$ cat src/assert_macros.svh
// assertion helpers shared by the rtl
`ifndef ASSERT_MACROS_SVH
`define ASSERT_MACROS_SVH

`ifndef NO_ASSERTIONS

// checked only outside reset
`define LLP_ASSERT(lbl, prop, msg) \
  lbl: assert property (@(posedge clk) disable iff (rst) prop) else $error(msg);

// checked on every edge, reset included
`define LLP_ASSERT_ALWAYS(lbl, prop, msg) \
  lbl: assert property (@(posedge clk) prop) else $error(msg);

`else

`define LLP_ASSERT(lbl, prop, msg)
`define LLP_ASSERT_ALWAYS(lbl, prop, msg)

`endif

`endif

$ cat src/llp_pkg.sv
package llp_pkg;

  localparam int VALUE_W      = 32;
  localparam int RUN_LENGTH_W = 11;

  typedef logic signed [VALUE_W-1:0] value_t;
  typedef logic [RUN_LENGTH_W-1:0]   run_length_t;

  typedef struct packed {
    run_length_t run_length;
    logic        overflow;
    logic        last_res;
  } result_t;

endpackage

$ cat src/llp_if.sv
interface llp_in_if;
  import llp_pkg::*;

  logic   valid;
  logic   ready;
  value_t value;
  logic   last;

  modport source (output valid, output value, output last, input ready);
  modport sink   (input valid, input value, input last, output ready);
endinterface


$ cat src/llp_search.sv
`include "assert_macros.svh"

module llp_search #(
  parameter int MAX_LEN = 1024,
  parameter int LW      = 11,
  parameter int AW      = 10
) (
  input  logic             clk,
  input  logic             rst,
  llp_in_if.sink           items,
  output logic             rd_en,
  output logic [AW-1:0]    rd_addr,
  input  llp_pkg::value_t  rd_data,
  output logic             wr_en,
  output logic [AW-1:0]    wr_addr,
  output llp_pkg::value_t  wr_data,
  output logic             res_valid,
  output llp_pkg::result_t res,
  input  logic             res_ready
);
  import llp_pkg::*;

  typedef enum logic [1:0] {
    IDLE,
    SEARCH,
    EMIT
  } state_t;

  localparam logic [LW-1:0] MAX_LEN_L = LW'(MAX_LEN);

  state_t        state;
  value_t        key;
  logic          last_q;
  logic [LW-1:0] lo;
  logic [LW-1:0] hi;
  logic [LW-1:0] probe;
  logic          pending;
  logic [LW-1:0] len;
  logic          ovf;

  logic          less;
  logic [LW-1:0] lo_next;
  logic [LW-1:0] hi_next;
  logic [LW-1:0] mid_next;
  logic          found;

  // fold in the probe that just came back from memory
  always_comb begin
    less     = pending && (rd_data < key);
    lo_next  = lo;
    hi_next  = hi;
    if (pending) begin
      if (less) begin
        lo_next = probe + LW'(1);
      end else begin
        hi_next = probe;
      end
    end
    mid_next = lo_next + ((hi_next - lo_next) >> 1);
    found    = (lo_next == hi_next);
  end

  assign items.ready = (state == IDLE);

  assign rd_en   = (state == SEARCH) && !found;
  assign rd_addr = mid_next[AW-1:0];

  // search lands at len when the value extends the run; skip that when full
  assign wr_en   = (state == SEARCH) && found && ((lo_next < len) || (len < MAX_LEN_L));
  assign wr_addr = lo_next[AW-1:0];
  assign wr_data = key;

  assign res_valid      = (state == EMIT);
  assign res.run_length = RUN_LENGTH_W'(len);
  assign res.overflow   = ovf;
  assign res.last_res   = last_q;

  always_ff @(posedge clk) begin
    if (rst) begin
      state   <= IDLE;
      pending <= 1'b0;
      len     <= '0;
      ovf     <= 1'b0;
    end else begin
      case (state)
        IDLE: begin
          if (items.valid) begin
            key     <= items.value;
            last_q  <= items.last;
            lo      <= '0;
            hi      <= len;
            pending <= 1'b0;
            state   <= SEARCH;
          end
        end
        SEARCH: begin
          if (found) begin
            pending <= 1'b0;
            if (lo_next == len) begin
              if (len < MAX_LEN_L) begin
                len <= len + LW'(1);
              end else begin
                ovf <= 1'b1;
              end
            end
            state <= EMIT;
          end else begin
            lo      <= lo_next;
            hi      <= hi_next;
            probe   <= mid_next;
            pending <= 1'b1;
          end
        end
        EMIT: begin
          if (res_ready) begin
            if (last_q) begin
              len <= '0;
              ovf <= 1'b0;
            end
            state <= IDLE;
          end
        end
        default: begin
          state <= IDLE;
        end
      endcase
    end
  end

  `LLP_ASSERT(no_rd_wr_overlap, !(rd_en && wr_en), "read and write in the same cycle")
  `LLP_ASSERT(len_in_range, len <= MAX_LEN_L, "length beyond table capacity")
  `LLP_ASSERT(ovf_only_when_full, ovf |-> (len == MAX_LEN_L), "overflow without full table")
  `LLP_ASSERT(bounds_ordered, (state == SEARCH) |-> (lo <= hi && hi <= len), "bad search bounds")
  `LLP_ASSERT(last_clears, (state == EMIT && res_ready && last_q) |=> (len == '0 && !ovf), "sequence not closed")

endmodule

$ cat src/flat_wrapper.sv
// flat-port wrapper written by rule: the top's interface ports become plain ports
module llp_search_flat import llp_pkg::*;
#(
  parameter int MAX_LEN = 1024,
  parameter int LW      = 11,
  parameter int AW      = 10
)
  (clk, rst, rd_en, rd_addr, rd_data, wr_en, wr_addr, wr_data, res_valid, res, res_ready, items_valid, items_value, items_last, items_ready);
  llp_in_if items_i ();
  input  logic clk;
  input  logic rst;
  output logic rd_en;
  output logic [AW-1:0] rd_addr;
  input  llp_pkg::value_t rd_data;
  output logic wr_en;
  output logic [AW-1:0] wr_addr;
  output llp_pkg::value_t wr_data;
  output logic res_valid;
  output llp_pkg::result_t res;
  input  logic res_ready;
  input wire logic [$bits(items_i.valid)-1:0] items_valid;
  input wire logic [$bits(items_i.value)-1:0] items_value;
  input wire logic [$bits(items_i.last)-1:0] items_last;
  output wire logic [$bits(items_i.ready)-1:0] items_ready;
  assign items_i.valid = items_valid;
  assign items_i.value = items_value;
  assign items_i.last = items_last;
  assign items_ready = items_i.ready;
  llp_search #(.MAX_LEN(MAX_LEN), .LW(LW), .AW(AW)) u_core (.clk(clk), .rst(rst), .items(items_i), .rd_en(rd_en), .rd_addr(rd_addr), .rd_data(rd_data), .wr_en(wr_en), .wr_addr(wr_addr), .wr_data(wr_data), .res_valid(res_valid), .res(res), .res_ready(res_ready));
endmodule
$ cat config.mk
export PLATFORM = sky130hd
export DESIGN_NAME = llp_search_flat
export DESIGN_NICKNAME = d
export VERILOG_FILES = /design/src/llp_pkg.sv /design/src/llp_if.sv /design/src/llp_search.sv /design/src/flat_wrapper.sv
export VERILOG_INCLUDE_DIRS = /design/src /design/src/src
export SDC_FILE = /design/constraint.sdc
export NUM_CORES = 1
export LEC_CHECK = 0
export BUFFER_PORTS_ARGS = -buffer_cell sky130_fd_sc_hd__buf_2
export CELL_PAD_IN_SITES_DETAIL_PLACEMENT = 1
export CELL_PAD_IN_SITES_GLOBAL_PLACEMENT = 2
export CORE_MARGIN = 2
export CORE_UTILIZATION = 33
export DETAILED_ROUTE_END_ITERATION = 16
export GPL_ROUTABILITY_DRIVEN = 0
export PLACE_DENSITY_LB_ADDON = 0.25
export SYNTH_ARGS = -nofsm -noshare
export SYNTH_HDL_FRONTEND = slang
export SYNTH_SLANG_ARGS = --single-unit
$ cat constraint.sdc
create_clock -name clk -period 11.46 [get_ports clk]
set_clock_uncertainty 0.2 [all_clocks]
set_input_delay 2.865 -clock clk [delete_from_list [all_inputs] [get_ports clk]]
set_output_delay 2.865 -clock clk [all_outputs]
set_load 0.05 [all_outputs]
## Word level (Yosys, flattened, before mapping)

Cells that the tools add are included.

| operators by class | value |
|---|---|
| $add $sub $neg | 4 |
| magnitude comparators | 3 |
| eq/ne operators | 12 |
| muxes and demuxes | 29 |
| bitwise gates (word level) | 2 |
| reduce and logical (&&, ||, !) cells | 16 |

Operators with widths:

| kind | count |
|---|---|
| $mux 11 | 13 |
| $pmux 11 s2 | 3 |
| $lt 32x32->1 | 1 |
| $add 11x1->11 const B | 2 |
| $eq 11x11->1 | 2 |
| $reduce_and 6->1 | 2 |
| $add 11x10->11 | 1 |
| $lt 11x11->1 | 1 |
| $lt 11x11->1 const B | 1 |
| $sub 11x11->11 | 1 |
| $ne 2x2->1 const B | 5 |
| $reduce_and 3->1 | 3 |
| $mux 1 | 7 |
| $mux 2 | 3 |
| $ne 2x1->1 const B | 3 |
| $pmux 2 s3 | 1 |
| $logic_and 1x1->1 | 4 |
| $pmux 1 s2 | 2 |
| $reduce_and 4->1 | 1 |
| $reduce_bool 2->1 | 2 |
| $eq 2x1->1 const B | 1 |
| $eq 2x2->1 const B | 1 |
| $logic_not 2->1 | 1 |
| $not 1->1 | 2 |
| other kinds (3) | 3 |

| word-level totals | value |
|---|---|
| flip-flop bits (word level) | 81 |
| input bits | 69 |
| output and inout port bits | 69 |
| word-level logic and storage cells | 75 |

## Logic depth before layout (Yosys ltp)

| logic depth | value |
|---|---|
| depth after elaboration | 8 |
| mapped depth | 33 |
| gate-level depth less buffers | 31 |

## Worst setup path before layout

Ideal clock, no wire load.

| path | value |
|---|---|
| path type | input -> output |
| from | in rd_data[31] |
| to | out rd_addr[8] |
| arrival time | 8066 ps |
| required time | 8395 ps |
| setup slack | 329 ps |
| stages on the path | 30 |
| path buffers | 3 |
| path through | ha_1 > and4_1 > nand4_1 > or3_1 > o21ai_2 > o21ai_4 > buf_6 > nand2_1 > clkbuf_1 > a21oi_1 > inv_1 > ha_1 > inv_1 > ha_1 > nor3b_1 > o211ai_1 > o211ai_1 > a31oi_1 > nor3_1 > a21oi_1 > xor2_1 > ha_1 > inv_1 > o21ai_0 > a21oi_1 > o21ai_0 > a21oi_1 > o21bai_1 > xor2_1 > buf_4 |

| between the ends | value |
|---|---|
| word-level cells in the longest chain between the ends | 6 |
| elaborated cells on any way between the ends | 8 |
| those cells by class | add/sub (2); order compare (1); mux (4); reduce/logical (1) |

RTL lines:

| item | RTL line | source |
|---|---|---|
| start: declaration | flat_wrapper.sv:14 | `input llp_pkg::value_t rd_data;` |
| $lt 32x32->1 * | llp_search.sv:49 | `less = pending && (rd_data < key);` |
| $logic_and 1x1->1 * | llp_search.sv:49 |  |
| $mux 11 * | llp_search.sv:53 | `if (less) begin` |
| $mux 11 * | llp_search.sv:52 | `if (pending) begin` |
| via u_core.lo_next[0] | llp_search.sv:42 | `logic [LW-1:0] lo_next;` |
| $sub 11x11->11 | llp_search.sv:59 | `mid_next = lo_next + ((hi_next - lo_next) >> 1);` |
| $add 11x10->11 * | llp_search.sv:59 |  |
| end: declaration | flat_wrapper.sv:13 | `output logic [AW-1:0] rd_addr;` |

The timed path passes the listed nets; every way through them passes the cells marked *.

## Worst setup path after layout

| path | value |
|---|---|
| from | in rd_data[31] |
| to | out rd_addr[6] |

| between the ends | value |
|---|---|
| word-level cells in the longest chain between the ends | 6 |
| elaborated cells on any way between the ends | 8 |
| those cells by class | add/sub (2); order compare (1); mux (4); reduce/logical (1) |

RTL lines:

| item | RTL line |
|---|---|
| $lt 32x32->1 * | llp_search.sv:49 |
| $logic_and 1x1->1 * | llp_search.sv:49 |
| $mux 11 | llp_search.sv:53 |
| $mux 11 | llp_search.sv:52 |
| $sub 11x11->11 | llp_search.sv:59 |
| $add 11x10->11 * | llp_search.sv:59 |

Mark *: on every way between the ends. The rest lies on a longest branch, timed or not.

==> flow_metrics.env <==
export IMPL_status="finished clean"
export IMPL_power_share_combinational_pct=41.6
export IMPL_internal_power_mw=0.6907
export IMPL_start_util_pct=33.96
export IMPL_antenna_left=0
export IMPL_clk_insertion_delay_late_ns=0.36
export IMPL_syn_area_um2=5914
export IMPL_slew_headroom_pct=30.50
export IMPL_stdcell_area_um2=7174
export IMPL_synth_top_flop_cell="edfxtp_1"
export IMPL_swShare_pct=41.19
export IMPL_mostFrequentLayoutCells="buf_2, inv_1, edfxtp_1"
export IMPL_antenna_found_initial=0
export IMPL_ys_types=59
export IMPL_cp_end_kind="primary output"
export IMPL_detailed_place_area_um2=6755
export IMPL_num_rows=48
export IMPL_synth_avg_cell_area_um2=9.524
export IMPL_cts_buffers=9
export IMPL_yosysTopAreaCellShare_pct=33.51
export IMPL_crit_path_start="rd_data[31]"
export IMPL_dr_total_vias=4989
export IMPL_syn_inst=621
export IMPL_clock_path_buffers=2
export IMPL_hold_depth=2
export IMPL_die_area_um2=19010
export IMPL_crit_type="in2out"
export IMPL_cpMostUsedCell="buf_4"
export IMPL_grt_max_degree=34
export IMPL_ctsHoldBuffers=0
export IMPL_setup_tns_ns=0
export IMPL_cp_depth=27
export IMPL_async_reset_ff_share_pct=0
export IMPL_worstMarginPinSlew_ns=1.041
export IMPL_synth_area_leaders="edfxtp_1, ha_1, dfxtp_1"
export IMPL_drt_iter0_drc=176
export IMPL_portBuffers=137
export IMPL_p_sw_mw=0.4837
export IMPL_synth_edff_count=66
export IMPL_globalRouteOverflowTotal=0
export IMPL_worstHoldStart="u_core.ovf$_SDFFE_PP0P_"
export IMPL_drv_slew=0
export IMPL_dr_pass1_iters=5
export IMPL_path_clk_slew_ns=0.07
export IMPL_die_w_um=137.9
export IMPL_grt_pass1_vias=5208
export IMPL_wl_per_cell_um=19.29
export IMPL_cp_slowest_cell="or3_1"
export IMPL_clockRootBuffer="clkbuf_16"
export IMPL_seq_area_frac_synth_pct=38.59
export IMPL_r2r_start="u_core.wr_data[31]$_DFFE_PP_"
export IMPL_synth_warning_count=0
export IMPL_diodes=0
export IMPL_path_buf_inv=8
export IMPL_core_um2=17420
export IMPL_critPathLaunchType="primary input"
export IMPL_path_max_fanout=14
export IMPL_sequentialPowerShare_pct=31.5
export IMPL_fin_cells=980
export IMPL_finalCriticalPeriod_ns=11.19
export IMPL_detailed_place_hpwl_um=14680
export IMPL_area_growth_pct=21.30
export IMPL_power_leakage_nw=3.229
export IMPL_io_pins=138
export IMPL_maxCapViolations=0
export IMPL_drive_gt1_share_pct=26.89
export IMPL_syn_num_nets=750
export IMPL_drc=0
export IMPL_hold_viol_final=0
export IMPL_timing_fmax_mhz=89.38
export IMPL_drt_wl_total_um=18910
export IMPL_cp_slowest_stage_delay_ns=0.45
export IMPL_cp_top_family="simple AND/OR/NAND/NOR gates"
export IMPL_synth_largest_area_cell="edfxtp_1"
export IMPL_min_path_type="reg2reg"
export IMPL_track_usage_pct=20.28
export IMPL_clkPwrFrac_pct=27.0
export IMPL_die_y_um=137.9
export IMPL_placedCellCount=958
export IMPL_cts_tree="done"
export IMPL_ys_ff_latch=81
export IMPL_ir_drop_mv=0.1503
export IMPL_p_per_area_nw_per_um2=163.7
export IMPL_required_ns=8.40
export IMPL_vias_per_cell=5.091
export IMPL_grt_pass1_wl_um=28810
export IMPL_clock_sinks=81
export IMPL_reg2reg_depth=29
export IMPL_htreeDepth=3
export IMPL_post_route_period_util_pct=97.62
export IMPL_final_setup_viol_count=0
export IMPL_nNetsFinal=879
export IMPL_crit_arrival_ns=8.12
export IMPL_layout_commonest_cell="buf_2"
state kept, by name (all words and copies together) (netlist names):
register and cells:
u_core.hi 11, u_core.lo 11, u_core.wr_data 32, u_core.pending 1
u_core.len 11, u_core.state 2, u_core.last_q 1, u_core.probe 11
u_core.ovf 1
path summary, 6_finish.rpt:
check,slack (ns),end
worst max-delay path,0.27,rd_addr[6]
worst min-delay path,0.28,u_core.ovf$_SDFFE_PP0P_
worst max register to register,5.37,u_core.probe[10]$_DFFE_PP_
worst min register to register,0.28,u_core.ovf$_SDFFE_PP0P_
cell families after synthesis:
logic type	Yosys count	synth area share, %
compound gates	141	14.85
buf+inv	109	8.504
mux	27	4.802
simple gates	152	12.84
flops	81	38.59
xor+xnor	49	7.256
fa+ha+maj	62	13.16
layer usage:
| metal | track usage (%) | vias up | part of all wire [%] |
|---|---|---|---|
| li1 | - | 2438 | - |
| met1 | 24.72 | 2429 | 43 |
| met2 | 36.33 | 96 | 51 |
| met3 | 2.887 | 26 | 3.5 |
| met4 | 7.256 | 0 | 2.3 |
| met5 | 0 | - | 0 |
power groups by stage:
| stage | sequential (mW) | combinational (mW) | clock (mW) |
|---|---|---|---|
| after CTS | 0.369 | 0.465 | 0.320 |
| after global routing | 0.372 | 0.530 | 0.334 |
| final | 0.369 | 0.488 | 0.317 |
| after global placement | 0.375 | 0.449 | 0 |
| after detailed placement | 0.376 | 0.460 | 0 |
| after floorplan | 0.381 | 0.373 | 0 |
Yosys cell counts (2+ instances only):
cell / instances
xnor2_1: 30
nor3_1: 11
o211ai_1: 4
o21a_1: 10
a21oi_1: 45
o31ai_1: 3
o21ai_0: 36
a31o_2: 3
and4_1: 4
xor2_1: 19
ha_1: 59
edfxtp_1: 66
a21o_1: 6
maj3_1: 2
or3_1: 5
and2_1: 6
inv_1: 70
nand2b_1: 8
mux2i_1: 16
clkbuf_1: 11
nor2_1: 43
dfxtp_1: 15
o21bai_1: 5
a211o_1: 2
nand4_1: 6
nand2_1: 34
nor2b_1: 6
nand3_1: 13
a21boi_0: 2
and3_1: 9
a2111oi_0: 2
mux2_2: 9
a31oi_1: 3
mux2_1: 2
nor3b_1: 2
a211oi_1: 8
buf_4: 22
buf_2: 3
timing repair:
item                       4_1_cts  5_1_grt
setup buffers                    0        6
setup endpoints to repair        2        4
resized for setup                2       19
pin swaps                        0        9
worst min-delay path, stage by stage (launching register included):
cell and delay, ns:
dfxtp_1 0.33, a21oi_1 0.05, nor2_1 0.07
cell type report:
type | count | area, um^2
Fill cell | 2060 | 10240
Multi-Input combinational cell | 431 | 3197
Sequential cell | 81 | 2282
Timing Repair Buffer | 156 | 833.3
Tap cell | 225 | 281.5
Inverter | 71 | 266.5
Clock buffer | 10 | 239.0
Clock inverter | 6 | 75.07
metrics by stage:
stage	utilization, %	total power, mW	hold slack, ns	worst slack [ns]
2_1_floorplan	-	0.7544	0.2380	0.3292
3_3_place_gp	38.79	0.8241	0.2575	0.2068
3_5_place_dp	38.79	0.8351	0.2639	-0.02143
4_1_cts	40.60	1.154	0.2803	0.04110
5_1_grt	41.19	1.236	0.3479	-0.1116
6_report	41.19	1.174	0.2766	0.2723
No activity file was read; power rests on OpenSTA's default activity.
